`src/sv/fcss_pkg.sv`:
```
`timescale 1ns / 1ps

package fcss_pkg;

  localparam int ACTION_W   = 2;
  localparam int TEMP_W     = 16;
  localparam int SPEED_W    = 7;
  localparam int PWM_W      = 9;
  localparam int POINT_W    = 23;
  localparam int CFG_IDX_W  = 3;
  localparam int CFG_DATA_W = 23;
  localparam int LEN_W      = 3;

  localparam int NUM_POINT_REGS = 6;

  localparam logic [CFG_IDX_W-1:0] REG_CURVE_LENGTH = 3'd6;
  localparam logic [CFG_IDX_W-1:0] REG_SCALE_SELECT = 3'd7;

  localparam logic [ACTION_W-1:0] ACT_AUTO = 2'd0;
  localparam logic [ACTION_W-1:0] ACT_LOW  = 2'd1;
  localparam logic [ACTION_W-1:0] ACT_HIGH = 2'd2;
  localparam logic [ACTION_W-1:0] ACT_FULL = 2'd3;

  localparam logic [SPEED_W-1:0] FULL_SPEED = 7'd100;
  localparam logic [PWM_W-1:0]   TOP_FAST   = 9'd320;
  localparam logic [PWM_W-1:0]   TOP_ANALOG = 9'd255;

  localparam int DIV_NUM_W = 24;
  localparam int DIV_DEN_W = 17;
  localparam int DIV_Q_W   = 9;

  // Dividing a product of at most 32000 by 100 is exact as a multiply by
  // 5243 followed by a right shift of 19.
  localparam int          SCALE_IN_W   = 15;
  localparam int          SCALE_PROD_W = 28;
  localparam int          PCT_RECIP_SH = 19;
  localparam logic [12:0] PCT_RECIP    = 13'd5243;

  localparam int MUL_A_W = 10;
  localparam int MUL_B_W = 18;
  localparam int MUL_P_W = 28;

  typedef struct packed {
    logic [ACTION_W-1:0]      action;
    logic signed [TEMP_W-1:0] temperature;
  } in_req_t;

  typedef struct packed {
    logic [SPEED_W-1:0] speed_percent;
    logic [PWM_W-1:0]   pwm_compare;
  } out_req_t;

  typedef struct packed {
    logic [LEN_W-1:0] used_len;
    logic             scale_sel;
  } cfg_stat_t;

  typedef struct packed {
    logic busy;
    logic done;
  } div_stat_t;

  typedef enum logic [3:0] {
    ST_IDLE,
    ST_SCAN,
    ST_SELECT,
    ST_MUL_BASE,
    ST_MUL_SLOPE,
    ST_DIV_INTERP_GO,
    ST_DIV_INTERP_WAIT,
    ST_MUL_SCALE,
    ST_SCALE_RECIP,
    ST_DONE
  } state_t;

  function automatic logic [SPEED_W-1:0] point_speed(input logic [POINT_W-1:0] p);
    logic [SPEED_W-1:0] s;
    s = p[22:16];
    return (s > FULL_SPEED) ? FULL_SPEED : s;
  endfunction

  function automatic logic signed [TEMP_W-1:0] point_temp(input logic [POINT_W-1:0] p);
    return $signed(p[TEMP_W-1:0]);
  endfunction

endpackage

```
`src/sv/fan_curve_speed_select.sv`:
```
`timescale 1ns / 1ps

// Channel | Direction | Handshake              | Payload
// in      | input     | in_valid / in_ready    | in_data: action, temperature
// out     | output    | out_valid / out_ready  | out_data: speed_percent, pwm_compare
// cfg     | input     | cfg_valid / cfg_ready  | cfg_index, cfg_data
//
// A request is scanned over the curve one point per cycle. An interpolating request then
// uses the shared multiplier twice and the nine-step restoring divider once, which
// sets the rate. The duty is scaled with the same multiplier and a reciprocal multiply.
// in_ready stays low from acceptance until the result is loaded into the output register.
// Reset is synchronous and clears the control state, the output valid and the configuration.
// A stalled result holds in the output register and the next request waits for it.

module fan_curve_speed_select #(
  parameter int MAX_CURVE_POINTS = 6
) (
  input  logic                            clk,
  input  logic                            rst_n,
  input  logic                            in_valid,
  output logic                            in_ready,
  input  fcss_pkg::in_req_t               in_data,
  output logic                            out_valid,
  input  logic                            out_ready,
  output fcss_pkg::out_req_t              out_data,
  input  logic                            cfg_valid,
  output logic                            cfg_ready,
  input  logic [fcss_pkg::CFG_IDX_W-1:0]  cfg_index,
  input  logic [fcss_pkg::CFG_DATA_W-1:0] cfg_data
);
  import fcss_pkg::*;

  localparam int PT_IDX_W = $clog2(MAX_CURVE_POINTS);

  logic [MAX_CURVE_POINTS-1:0][POINT_W-1:0] points;
  cfg_stat_t cfg_stat;

  state_t state_r, state_nxt;

  logic [ACTION_W-1:0]      action_r, action_nxt;
  logic signed [TEMP_W-1:0] temp_r, temp_nxt;
  logic [LEN_W-1:0]         cnt_r, cnt_nxt;
  logic                     have_start_r, have_start_nxt;
  logic                     have_end_r, have_end_nxt;
  logic [SPEED_W-1:0]       s0_r, s0_nxt;
  logic [SPEED_W-1:0]       s1_r, s1_nxt;
  logic signed [TEMP_W-1:0] t0_r, t0_nxt;
  logic signed [TEMP_W-1:0] t1_r, t1_nxt;
  logic [SPEED_W-1:0]       lo_r, lo_nxt;
  logic [SPEED_W-1:0]       hi_r, hi_nxt;
  logic [SPEED_W-1:0]       speed_r, speed_nxt;
  logic [PWM_W-1:0]         pwm_r, pwm_nxt;
  logic signed [MUL_P_W-1:0] prod_r, prod_nxt;
  logic [DIV_NUM_W-1:0]     num_r, num_nxt;
  logic [DIV_DEN_W-1:0]     den_r, den_nxt;
  logic                     out_valid_r, out_valid_nxt;
  out_req_t                 out_data_r, out_data_nxt;

  logic [POINT_W-1:0]        pt;
  logic [SPEED_W-1:0]        pt_speed;
  logic signed [TEMP_W-1:0]  pt_temp;
  logic                      scan_last;
  logic signed [MUL_B_W-1:0] den_diff;
  logic signed [MUL_B_W-1:0] dt_diff;
  logic signed [MUL_A_W-1:0] slope_diff;
  logic signed [MUL_A_W-1:0] mul_a;
  logic signed [MUL_B_W-1:0] mul_b;
  logic signed [MUL_P_W-1:0] mul_p;
  logic signed [MUL_P_W-1:0] num_sum;
  logic [PWM_W-1:0]          top;
  logic [SCALE_PROD_W-1:0]   scale_prod;

  logic                 div_start;
  logic [DIV_NUM_W-1:0] div_dividend;
  logic [DIV_DEN_W-1:0] div_divisor;
  logic [DIV_Q_W-1:0]   div_q;
  div_stat_t            div_stat;
  logic                 out_load;

  fcss_cfg_regs #(
    .MAX_CURVE_POINTS (MAX_CURVE_POINTS)
  ) u_cfg_regs (
    .clk      (clk),
    .rst_n    (rst_n),
    .wr_en    (cfg_valid),
    .wr_index (cfg_index),
    .wr_data  (cfg_data),
    .points   (points),
    .stat     (cfg_stat)
  );

  fcss_div u_div (
    .clk      (clk),
    .rst_n    (rst_n),
    .start    (div_start),
    .dividend (div_dividend),
    .divisor  (div_divisor),
    .quotient (div_q),
    .stat     (div_stat)
  );

  assign cfg_ready = 1'b1;

  assign pt        = points[cnt_r[PT_IDX_W-1:0]];
  assign pt_speed  = point_speed(pt);
  assign pt_temp   = point_temp(pt);
  assign scan_last = (cnt_r == (cfg_stat.used_len - 1'b1));

  assign den_diff   = {{2{t1_r[TEMP_W-1]}}, t1_r} - {{2{t0_r[TEMP_W-1]}}, t0_r};
  assign dt_diff    = {{2{temp_r[TEMP_W-1]}}, temp_r} - {{2{t0_r[TEMP_W-1]}}, t0_r};
  assign slope_diff = {3'b000, s1_r} - {3'b000, s0_r};
  assign top        = cfg_stat.scale_sel ? TOP_ANALOG : TOP_FAST;

  assign mul_p   = mul_a * mul_b;
  assign num_sum = prod_r + mul_p;

  assign scale_prod = SCALE_PROD_W'(prod_r[SCALE_IN_W-1:0]) * SCALE_PROD_W'(PCT_RECIP);

  always_comb begin
    state_nxt = state_r;
    case (state_r)
      ST_IDLE: begin
        if (in_valid) begin
          state_nxt = (cfg_stat.used_len == '0) ? ST_SELECT : ST_SCAN;
        end
      end
      ST_SCAN: begin
        if (scan_last) begin
          state_nxt = ST_SELECT;
        end
      end
      ST_SELECT: begin
        if (action_r == ACT_AUTO && have_start_r && have_end_r) begin
          state_nxt = ST_MUL_BASE;
        end else begin
          state_nxt = ST_MUL_SCALE;
        end
      end
      ST_MUL_BASE:      state_nxt = ST_MUL_SLOPE;
      ST_MUL_SLOPE:     state_nxt = ST_DIV_INTERP_GO;
      ST_DIV_INTERP_GO: state_nxt = ST_DIV_INTERP_WAIT;
      ST_DIV_INTERP_WAIT: begin
        if (div_stat.done) begin
          state_nxt = ST_MUL_SCALE;
        end
      end
      ST_MUL_SCALE:     state_nxt = ST_SCALE_RECIP;
      ST_SCALE_RECIP:   state_nxt = ST_DONE;
      ST_DONE: begin
        if (out_load) begin
          state_nxt = ST_IDLE;
        end
      end
      default: state_nxt = ST_IDLE;
    endcase
  end

  always_comb begin
    in_ready     = 1'b0;
    div_start    = 1'b0;
    div_dividend = num_r;
    div_divisor  = den_r;
    mul_a        = '0;
    mul_b        = '0;
    out_load     = 1'b0;
    case (state_r)
      ST_IDLE: in_ready = 1'b1;
      ST_MUL_BASE: begin
        mul_a = {3'b000, s0_r};
        mul_b = den_diff;
      end
      ST_MUL_SLOPE: begin
        mul_a = slope_diff;
        mul_b = dt_diff;
      end
      ST_DIV_INTERP_GO: div_start = 1'b1;
      ST_MUL_SCALE: begin
        mul_a = {3'b000, speed_r};
        mul_b = {9'b0, top};
      end
      ST_DONE: out_load = !out_valid_r || out_ready;
      default: in_ready = 1'b0;
    endcase
  end

  always_comb begin
    action_nxt     = action_r;
    temp_nxt       = temp_r;
    cnt_nxt        = cnt_r;
    have_start_nxt = have_start_r;
    have_end_nxt   = have_end_r;
    s0_nxt         = s0_r;
    s1_nxt         = s1_r;
    t0_nxt         = t0_r;
    t1_nxt         = t1_r;
    lo_nxt         = lo_r;
    hi_nxt         = hi_r;
    speed_nxt      = speed_r;
    pwm_nxt        = pwm_r;
    prod_nxt       = prod_r;
    num_nxt        = num_r;
    den_nxt        = den_r;
    out_data_nxt   = out_data_r;
    case (state_r)
      ST_IDLE: begin
        if (in_valid) begin
          action_nxt     = in_data.action;
          temp_nxt       = in_data.temperature;
          cnt_nxt        = '0;
          have_start_nxt = 1'b0;
          have_end_nxt   = 1'b0;
          lo_nxt         = FULL_SPEED;
          hi_nxt         = '0;
        end
      end
      ST_SCAN: begin
        if (pt_speed != '0 && pt_speed < lo_r) begin
          lo_nxt = pt_speed;
        end
        if (pt_speed < FULL_SPEED && pt_speed > hi_r) begin
          hi_nxt = pt_speed;
        end
        if (!have_end_r) begin
          if (pt_temp > temp_r) begin
            s1_nxt       = pt_speed;
            t1_nxt       = pt_temp;
            have_end_nxt = 1'b1;
          end else begin
            s0_nxt         = pt_speed;
            t0_nxt         = pt_temp;
            have_start_nxt = 1'b1;
          end
        end
        cnt_nxt = cnt_r + 1'b1;
      end
      ST_SELECT: begin
        case (action_r)
          ACT_AUTO: begin
            if (have_start_r) begin
              speed_nxt = s0_r;
            end else if (have_end_r) begin
              speed_nxt = s1_r;
            end else begin
              speed_nxt = '0;
            end
          end
          ACT_LOW:  speed_nxt = lo_r;
          ACT_HIGH: speed_nxt = hi_r;
          default:  speed_nxt = FULL_SPEED;
        endcase
      end
      ST_MUL_BASE: begin
        prod_nxt = mul_p;
        den_nxt  = den_diff[DIV_DEN_W-1:0];
      end
      ST_MUL_SLOPE: num_nxt = num_sum[DIV_NUM_W-1:0];
      ST_DIV_INTERP_WAIT: begin
        if (div_stat.done) begin
          speed_nxt = div_q[SPEED_W-1:0];
        end
      end
      ST_MUL_SCALE: prod_nxt = mul_p;
      ST_SCALE_RECIP: pwm_nxt = scale_prod[SCALE_PROD_W-1:PCT_RECIP_SH];
      ST_DONE: begin
        if (out_load) begin
          out_data_nxt.speed_percent = speed_r;
          out_data_nxt.pwm_compare   = pwm_r;
        end
      end
      default: cnt_nxt = cnt_r;
    endcase
  end

  assign out_valid_nxt = out_load ? 1'b1 : (out_ready ? 1'b0 : out_valid_r);

  always_ff @(posedge clk) begin
    if (!rst_n) begin
      state_r     <= ST_IDLE;
      out_valid_r <= 1'b0;
    end else begin
      state_r     <= state_nxt;
      out_valid_r <= out_valid_nxt;
    end
    action_r     <= action_nxt;
    temp_r       <= temp_nxt;
    cnt_r        <= cnt_nxt;
    have_start_r <= have_start_nxt;
    have_end_r   <= have_end_nxt;
    s0_r         <= s0_nxt;
    s1_r         <= s1_nxt;
    t0_r         <= t0_nxt;
    t1_r         <= t1_nxt;
    lo_r         <= lo_nxt;
    hi_r         <= hi_nxt;
    speed_r      <= speed_nxt;
    pwm_r        <= pwm_nxt;
    prod_r       <= prod_nxt;
    num_r        <= num_nxt;
    den_r        <= den_nxt;
    out_data_r   <= out_data_nxt;
  end

  assign out_valid = out_valid_r;
  assign out_data  = out_data_r;

  a_accept_then_busy: assert property (@(posedge clk) disable iff (!rst_n)
    (in_valid && in_ready) |=> !in_ready)
    else $error("block took a request and stayed ready");

  a_div_done_expected: assert property (@(posedge clk) disable iff (!rst_n)
    div_stat.done |-> (state_r == ST_DIV_INTERP_WAIT))
    else $error("divider finished outside a wait state");

  a_speed_range: assert property (@(posedge clk) disable iff (!rst_n)
    out_valid |-> (out_data.speed_percent <= FULL_SPEED && out_data.pwm_compare <= TOP_FAST))
    else $error("result out of range");

  a_interp_bracket: assert property (@(posedge clk) disable iff (!rst_n)
    (state_r == ST_MUL_BASE) |-> (t0_r <= temp_r && temp_r < t1_r))
    else $error("interpolation points do not bracket the temperature");

endmodule

```
`src/sv/fcss_cfg_regs.sv`:
```
`timescale 1ns / 1ps

module fcss_cfg_regs #(
  parameter int MAX_CURVE_POINTS = 6
) (
  input  logic                                clk,
  input  logic                                rst_n,
  input  logic                                wr_en,
  input  logic [fcss_pkg::CFG_IDX_W-1:0]      wr_index,
  input  logic [fcss_pkg::CFG_DATA_W-1:0]     wr_data,
  output logic [MAX_CURVE_POINTS-1:0][fcss_pkg::POINT_W-1:0] points,
  output fcss_pkg::cfg_stat_t                 stat
);
  import fcss_pkg::*;

  logic [MAX_CURVE_POINTS-1:0][POINT_W-1:0] points_r;
  logic [LEN_W-1:0]                         len_r;
  logic                                     scale_r;

  always_ff @(posedge clk) begin
    if (!rst_n) begin
      points_r <= '0;
      len_r    <= '0;
      scale_r  <= 1'b0;
    end else if (wr_en) begin
      for (int k = 0; k < MAX_CURVE_POINTS; k++) begin
        if (wr_index == CFG_IDX_W'(k)) begin
          points_r[k] <= wr_data[POINT_W-1:0];
        end
      end
      if (wr_index == REG_CURVE_LENGTH) begin
        len_r <= wr_data[LEN_W-1:0];
      end
      if (wr_index == REG_SCALE_SELECT) begin
        scale_r <= wr_data[0];
      end
    end
  end

  assign points         = points_r;
  assign stat.used_len  = (len_r > LEN_W'(MAX_CURVE_POINTS)) ? LEN_W'(MAX_CURVE_POINTS) : len_r;
  assign stat.scale_sel = scale_r;

endmodule

```
`src/sv/fcss_div.sv`:
```
`timescale 1ns / 1ps

module fcss_div (
  input  logic                            clk,
  input  logic                            rst_n,
  input  logic                            start,
  input  logic [fcss_pkg::DIV_NUM_W-1:0]  dividend,
  input  logic [fcss_pkg::DIV_DEN_W-1:0]  divisor,
  output logic [fcss_pkg::DIV_Q_W-1:0]    quotient,
  output fcss_pkg::div_stat_t             stat
);
  import fcss_pkg::*;

  localparam int SH_W  = DIV_DEN_W + DIV_Q_W - 1;
  localparam int CNT_W = $clog2(DIV_Q_W);

  logic [DIV_NUM_W-1:0] rem_r, rem_nxt;
  logic [SH_W-1:0]      dsh_r, dsh_nxt;
  logic [DIV_Q_W-1:0]   q_r, q_nxt;
  logic [CNT_W-1:0]     cnt_r, cnt_nxt;
  logic                 busy_r, busy_nxt;
  logic                 done_r, done_nxt;
  logic                 ge;

  assign ge = ({{(SH_W-DIV_NUM_W){1'b0}}, rem_r} >= dsh_r);

  always_comb begin
    rem_nxt  = rem_r;
    dsh_nxt  = dsh_r;
    q_nxt    = q_r;
    cnt_nxt  = cnt_r;
    busy_nxt = busy_r;
    done_nxt = 1'b0;
    if (start) begin
      rem_nxt  = dividend;
      dsh_nxt  = {divisor, {(DIV_Q_W-1){1'b0}}};
      q_nxt    = '0;
      cnt_nxt  = CNT_W'(DIV_Q_W - 1);
      busy_nxt = 1'b1;
    end else if (busy_r) begin
      if (ge) begin
        rem_nxt = rem_r - dsh_r[DIV_NUM_W-1:0];
      end
      q_nxt   = {q_r[DIV_Q_W-2:0], ge};
      dsh_nxt = dsh_r >> 1;
      cnt_nxt = cnt_r - 1'b1;
      if (cnt_r == '0) begin
        busy_nxt = 1'b0;
        done_nxt = 1'b1;
      end
    end
  end

  always_ff @(posedge clk) begin
    if (!rst_n) begin
      busy_r <= 1'b0;
      done_r <= 1'b0;
    end else begin
      busy_r <= busy_nxt;
      done_r <= done_nxt;
    end
    rem_r <= rem_nxt;
    dsh_r <= dsh_nxt;
    q_r   <= q_nxt;
    cnt_r <= cnt_nxt;
  end

  assign quotient  = q_r;
  assign stat.busy = busy_r;
  assign stat.done = done_r;

endmodule

```
`config.mk`:
```
export PLATFORM = sky130hd
export DESIGN_NAME = fan_curve_speed_select
export DESIGN_NICKNAME = d
export VERILOG_FILES = /design/src/sv/fcss_pkg.sv /design/src/sv/fan_curve_speed_select.sv /design/src/sv/fcss_cfg_regs.sv /design/src/sv/fcss_div.sv
export SDC_FILE = /design/constraint.sdc
export NUM_CORES = 1
export LEC_CHECK = 0
export BUFFER_PORTS_ARGS = -buffer_cell sky130_fd_sc_hd__buf_2
export CORE_MARGIN = 10
export CORE_UTILIZATION = 49
export DETAILED_ROUTE_END_ITERATION = 6
export HOLD_SLACK_MARGIN = 0.1
export MAX_ROUTING_LAYER = met4
export SETUP_SLACK_MARGIN = 0.2
export SYNTH_ARGS = -nofsm -noshare
export SYNTH_HDL_FRONTEND = slang
export SYNTH_SLANG_ARGS = --single-unit
```
`constraint.sdc`:
```
create_clock -name clk -period 12.4 [get_ports clk]
set_input_delay 0.62 -clock clk [delete_from_list [all_inputs] [get_ports clk]]
set_output_delay 0.62 -clock clk [all_outputs]
set_load 0.02 [all_outputs]
```
== After elaboration in Yosys (flattened, before gate mapping) ==
Cells that the tools add are included.

* $add $sub $neg: 8
* Multipliers: 2
* Magnitude comparators: 8
* Equal/unequal tests: 27
* Muxes and demuxes: 48
* Bitwise operators: 4
* Reduce and logical (&&, ||, !) cells: 38

{| class="wikitable"
|+ Operator list
! operator !! number
|-
| $mux W24 || 3
|-
| $bmux W23 S3 || 1
|-
| $mux W7 || 8
|-
| $pmux W18 S3 || 1
|-
| $mux W25 || 2
|-
| $pmux W7 S2 || 3
|-
| $pmux W4 S10 || 1
|-
| $sub A16 B16 Y17 || 2
|-
| $pmux W10 S3 || 1
|-
| $mul A15 B13 Y28 const B || 1
|-
| $reduce_and A2 Y1 || 13
|-
| $ge A24 B25 Y1 || 1
|-
| $add A24 B24 Y24 || 1
|-
| $mul A10 B18 Y24 || 1
|-
| $sub A24 B24 Y24 || 1
|-
| $mux W23 || 1
|-
| $pmux W7 S3 || 1
|-
| $eq A4 B3 Y1 const B || 4
|-
| $gt A16 B16 Y1 || 1
|-
| $mux W4 || 4
|-
| $mux W1 || 14
|-
| $ne A2 B2 Y1 const B || 7
|-
| $eq A3 B3 Y1 const B || 4
|-
| $reduce_and A3 Y1 || 4
|-
| other kinds (36) || 55
|}

* Register bits: 389
* Bits of input ports: 49
* Output and inout bits: 19
* Word-level logic and storage cells: 170

== Logic depth before layout (Yosys ltp) ==
* Word-level depth: 8
* Mapped depth: 42
* Depth with buffers taken out: 42

== By module ==
From an unflattened synthesis, not the netlist that was laid out.

* Cell total of the unflattened synthesis: 2,908
* Area, all modules: 29,356.9 um^2

{| class="wikitable"
|+ By module, submodules not included
! module !! times used !! cells an instance !! area each (um^2) !! seq. area each (um^2)
|-
| fan_curve_speed_select || 1 || 1,964 || 20,156.8 || 5,505.3
|-
| fcss_cfg_regs || 1 || 497 || 5,154.9 || 2,842.7
|-
| fcss_div || 1 || 447 || 4,045.1 || 1,691.6
|}

== Worst setup path after synthesis ==
Ideal clock, no wire load.

* Path kind: reg2reg
* Start point: reg state_r[0]
* End point: reg num_r[23] (netlist: div_dividend[23]) (data pin)
* Data arrival time: 8.194 ns
* Required time: 12.140 ns
* Slack: 3.946 ns
* Stages on the path, launching flop included: 38
* Period minus slack after synthesis: 8.454 ns
* Cell sequence: dfxtp_1 -> clkbuf_1 -> nand2b_1 -> or2_1 -> buf_4 -> inv_1 -> buf_2 -> clkbuf_1 -> a22oi_1 -> nand2_1 -> nand2_1 -> fa_1 -> inv_1 -> fa_1 -> inv_1 -> fa_1 -> inv_1 -> fa_1 -> [2 not listed] -> inv_1 -> ha_1 -> inv_1 -> o21bai_1 -> a21oi_1 -> nor2_1 -> a2111oi_0 -> nor2_1 -> ha_1 -> a21o_1 -> a21oi_1 -> o21ai_0 -> nor4_1 -> o31ai_1 -> o41ai_2 -> nor4bb_1 -> nor3_1 -> xnor2_1

* Cells in the longest elaborated chain, start to end: 4

{| class="wikitable"
|+ Ends and longest elaborated chain
! element !! RTL line !! RTL
|-
| from (decl) || fan_curve_speed_select.sv:38 || <nowiki>state_t state_r, state_nxt;</nowiki>
|-
| from (signal assigned) || fan_curve_speed_select.sv:281 || <nowiki>state_r <= state_nxt;</nowiki>
|-
| $eq A4 B3 Y1 or $eq A4 B2 Y1 (tied branches) || fan_curve_speed_select.sv:166 || <nowiki>case (state_r)</nowiki>
|-
| $pmux W10 S3 or $pmux W18 S3 (tied branches) || fan_curve_speed_select.sv:166 ||
|-
| $mul A10 B18 Y24 * || fan_curve_speed_select.sv:114 || <nowiki>assign mul_p = mul_a * mul_b;</nowiki>
|-
| net mul_p[12] || fan_curve_speed_select.sv:68 || <nowiki>logic signed [MUL_P_W-1:0] mul_p;</nowiki>
|-
| $add A24 B24 Y24 * || fan_curve_speed_select.sv:115 || <nowiki>assign num_sum = prod_r + mul_p;</nowiki>
|-
| net num_sum[23] || fan_curve_speed_select.sv:69 || <nowiki>logic signed [MUL_P_W-1:0] num_sum;</nowiki>
|-
| to (signal assigned) || fan_curve_speed_select.sv:298 || <nowiki>num_r <= num_nxt;</nowiki>
|-
| to (decl) || fan_curve_speed_select.sv:54 || <nowiki>logic [DIV_NUM_W-1:0] num_r, num_nxt;</nowiki>
|}

Mark *: on every way through the listed nets, which the timed path passes. The rest lies on a longest branch.
A chain may end at the register's enable or synchronous reset.

== Worst setup path after layout ==
* Start point: reg s0_r[1]
* End point: reg num_r[23] (netlist: div_dividend[23]) (data pin)

* Cells in the longest elaborated chain, start to end: 4

{| class="wikitable"
|+ Ends and longest elaborated chain
! element !! RTL line !! RTL
|-
| from (decl) || fan_curve_speed_select.sv:45 || <nowiki>logic [SPEED_W-1:0] s0_r, s0_nxt;</nowiki>
|-
| from (signal assigned) || fan_curve_speed_select.sv:289 || <nowiki>s0_r <= s0_nxt;</nowiki>
|-
| $sub A7 B7 Y8 || fan_curve_speed_select.sv:111 || <nowiki>assign slope_diff = {3'b000, s1_r} - {3'b000, s0_r};</nowiki>
|-
| $pmux W10 S3 * || fan_curve_speed_select.sv:166 ||
|-
| $mul A10 B18 Y24 * || fan_curve_speed_select.sv:114 ||
|-
| net mul_p[18] || fan_curve_speed_select.sv:68 ||
|-
| $add A24 B24 Y24 * || fan_curve_speed_select.sv:115 ||
|-
| net num_sum[23] || fan_curve_speed_select.sv:69 ||
|}

Marked as above.

==> flow_metrics.env <==
export IMPL_status="completed"
export IMPL_crit_fanout=25
export IMPL_h_tree_depth=2
export IMPL_maxSlewHeadroom_pct=9.77
export IMPL_hold_depth=1
export IMPL_grtUsageTotal_pct=20.6
export IMPL_grt_pass1_wl_um=114000
export IMPL_period_share_pct=83.2
export IMPL_dieArea_um2=69000
export IMPL_cts_root_buffer="clkbuf_16"
export IMPL_drt_initial_drc_count=1202
export IMPL_rsz0062_at_grt="no"
export IMPL_drtAntennaViolNets=0
export IMPL_ys_flop_type="edfxtp_1"
export IMPL_synth_top_area_share_pct=23.0
export IMPL_p_seq_share_pct=28.0
export IMPL_yosysSeqAreaShare_pct=34.7
export IMPL_r2r_worst_path_cells=32
export IMPL_hold_violations=0
export IMPL_tns_ns=0
export IMPL_vias_per_cell=5.39
export IMPL_antenna_found_initial=1
export IMPL_ys_ff_latch=389
export IMPL_clk_latency_ns=0.60
export IMPL_drt_first_pass_iters=5
export IMPL_ir_drop_mv=0.214
export IMPL_critPathKind="reg -> reg"
export IMPL_syn_area_per_cell_um2=9.70
export IMPL_cts_repair_resized=0
export IMPL_critPathLaunchType="flip-flop"
export IMPL_clock_skew_final_ns=0.0234
export IMPL_clkPwrFrac_pct=20.5
export IMPL_multi_input_area_um2=16900
export IMPL_arrival_ns=10.63
export IMPL_dpl_hpwl_um=52700
export IMPL_cpMaxStageDelayCell="nand2_1"
export IMPL_synth_edf_count=221
export IMPL_grt_overflow_total=0
export IMPL_coreArea_um2=58000
export IMPL_die_y_um=263
export IMPL_routedWlPerCell_um=18.3
export IMPL_powerDensity_nw_per_um2=203
export IMPL_synth_distinct_cells=79
export IMPL_whs_ns=0.205
export IMPL_fmax_mhz=96.9
export IMPL_swShare_pct=41.1
export IMPL_async_flop_share_pct=0
export IMPL_power_leakage_uw=0.0137
export IMPL_totalWireLength_um=69700
export IMPL_synth_nets=3508
export IMPL_intPower_uw=3760
export IMPL_worst_path_buf_inv=3
export IMPL_worst_path_stages=32
export IMPL_core_rowCount=88
export IMPL_p_switching_uw=2620
export IMPL_grt_pass1_vias=21600
export IMPL_cts_tree="yes"
export IMPL_die_w_um=263
export IMPL_holdCritPathClass="in -> reg"
export IMPL_fin_cells=3814
export IMPL_mostFrequentLayoutCells="nand2_1 (492), inv_1 (421), ha_1 (277)"
export IMPL_drive_above_1_share_pct=7.28
export IMPL_place_inst=3733
export IMPL_start_util_pct=49.7
export IMPL_area_growth_pct=8.92
export IMPL_clockBufferDepth=3
export IMPL_route_detailed_drc=0
export IMPL_cts_buffers=43
export IMPL_drv_slew=0
export IMPL_end_kind="flip-flop"
export IMPL_seqCellArea_um2=10000
export IMPL_worst_pin_slew_ns=1.34
export IMPL_slowest_delay_ns=0.82
export IMPL_cp_required_ns=12.72
export IMPL_period_needed_ns=10.32
export IMPL_cpLargestDelayFamily="compound AO/OA/AOI/OAI gates"
export IMPL_grt_max_degree=76
export IMPL_io_buffers=66
export IMPL_fill_cells=5138
export IMPL_cts_setup_buffers=0
export IMPL_mostFrequentLayoutCell="nand2_1"
export IMPL_synth_warnings=0
export IMPL_final_nets=3545
export IMPL_cts_hold_fix_buffers=0
export IMPL_clk_pin_slew_ns=0.06
export IMPL_synth_area_leaders="edfxtp_1 (23%), fa_1 (14%), ha_1 (12%), dfxtp_1 (12%), nand2_1 (6.4%)"
export IMPL_p_comb_share_pct=51.5
export IMPL_vias=20500
export IMPL_synth_cells=2976
export IMPL_cts_sinks=389
export IMPL_synthesis_area_um2=28900
export IMPL_setup_violations=0
export IMPL_maxCapViolations=0
export IMPL_synthDominantAreaCellType="edfxtp_1"
export IMPL_finalWeightedCongestion=0.904
export IMPL_io_pins=68
## cells in the mapped netlist, drive strengths merged (25+ instances only)
library cell and n:
edfxtp 221, clkbuf 93, a21oi 104, nand2 493, nor3 34, a21boi 146, xnor2 73, nand2b 35
o21ai 92, nor2 156, and2 25, dfxtp 168, mux2i 41, inv 421, nand3 51, fa 206
ha 277, xor2 34, nor2b 34, a21o 39
## cell type report
| class | instances | share of cell area (%) |
|---|---|---|
| multi-input combinational | 2063 | 53.8 |
| sequential | 389 | 31.8 |
| clock buffer | 53 | 3.67 |
| tap | 765 | 3.05 |
| antenna | 1 | 0.00796 |
| inverter | 422 | 5.04 |
| clock inverter | 27 | 0.876 |
| timing repair buffer | 94 | 1.73 |
## layer usage
layer	global-route usage, %	part of all wire, %	wire length, µm
met4	6.15	2.7	1890
met5	-	0	0
met2	35.4	50	34500
met3	2.62	3.7	2580
met1	25.0	44	30700
## sequential cells by signal (all words and copies together), names as in the netlist, 2 cells and up
signal,flops
u_cfg_regs.points,138
u_div.dsh_r,25
div_dividend,24
prod_r,24
u_div.rem_r,24
den_r,17
out_data,16
t0_r,16
t1_r,16
temp_r,16
pwm_r,9
hi_r,7
lo_r,7
s0_r,7
s1_r,7
speed_r,7
u_div.quotient,7
state_r,4
u_div.cnt_r,4
cnt_r,3
u_cfg_regs.len_r,3
action_r,2
## per-stage QoR
| step | total power, µW | utilization [%] | setup slack [ns] | area (µm²) |
|---|---|---|---|---|
| after floorplan | 4230 | - | 3.95 | 28900 |
| after global placement | 5010 | 51.7 | 2.56 | 30000 |
| after detailed placement | 5120 | 51.7 | 2.18 | 30000 |
| after CTS | 6460 | 54.2 | 2.14 | 31400 |
| after global routing | 6960 | 54.2 | 1.24 | 31400 |
| final | 6380 | 54.2 | 2.08 | 31400 |
## path summary, 6_finish.rpt
kind                   start                to  slack [ns]
setup reg to reg     s0_r[1]  div_dividend[23]        2.08
hold / removal    in_data[6]         temp_r[6]        0.20
hold reg to reg     pwm_r[3]       out_data[3]        0.42
setup / recovery     s0_r[1]  div_dividend[23]        2.08
## logic make-up after synthesis
family	Yosys count	share of synthesized area, %
AOI/OAI and AO/OA	512	12.1
xor gates and xnor gates	107	3.30
adders and majority gates	483	26.3
buffers and inverters	524	6.87
DFF	389	34.7
muxes	64	3.22
other	1	0.0130
and+or+nand+nor	896	13.6
## power groups by stage
stage	sequential [µW]	combinational (µW)	clock, µW
after floorplan	1750	2480	0
after global placement	1810	3200	0
after detailed placement	1820	3310	0
after CTS	1790	3330	1340
after global routing	1810	3760	1390
final	1790	3290	1310
Power figures use the tool's default switching activity.
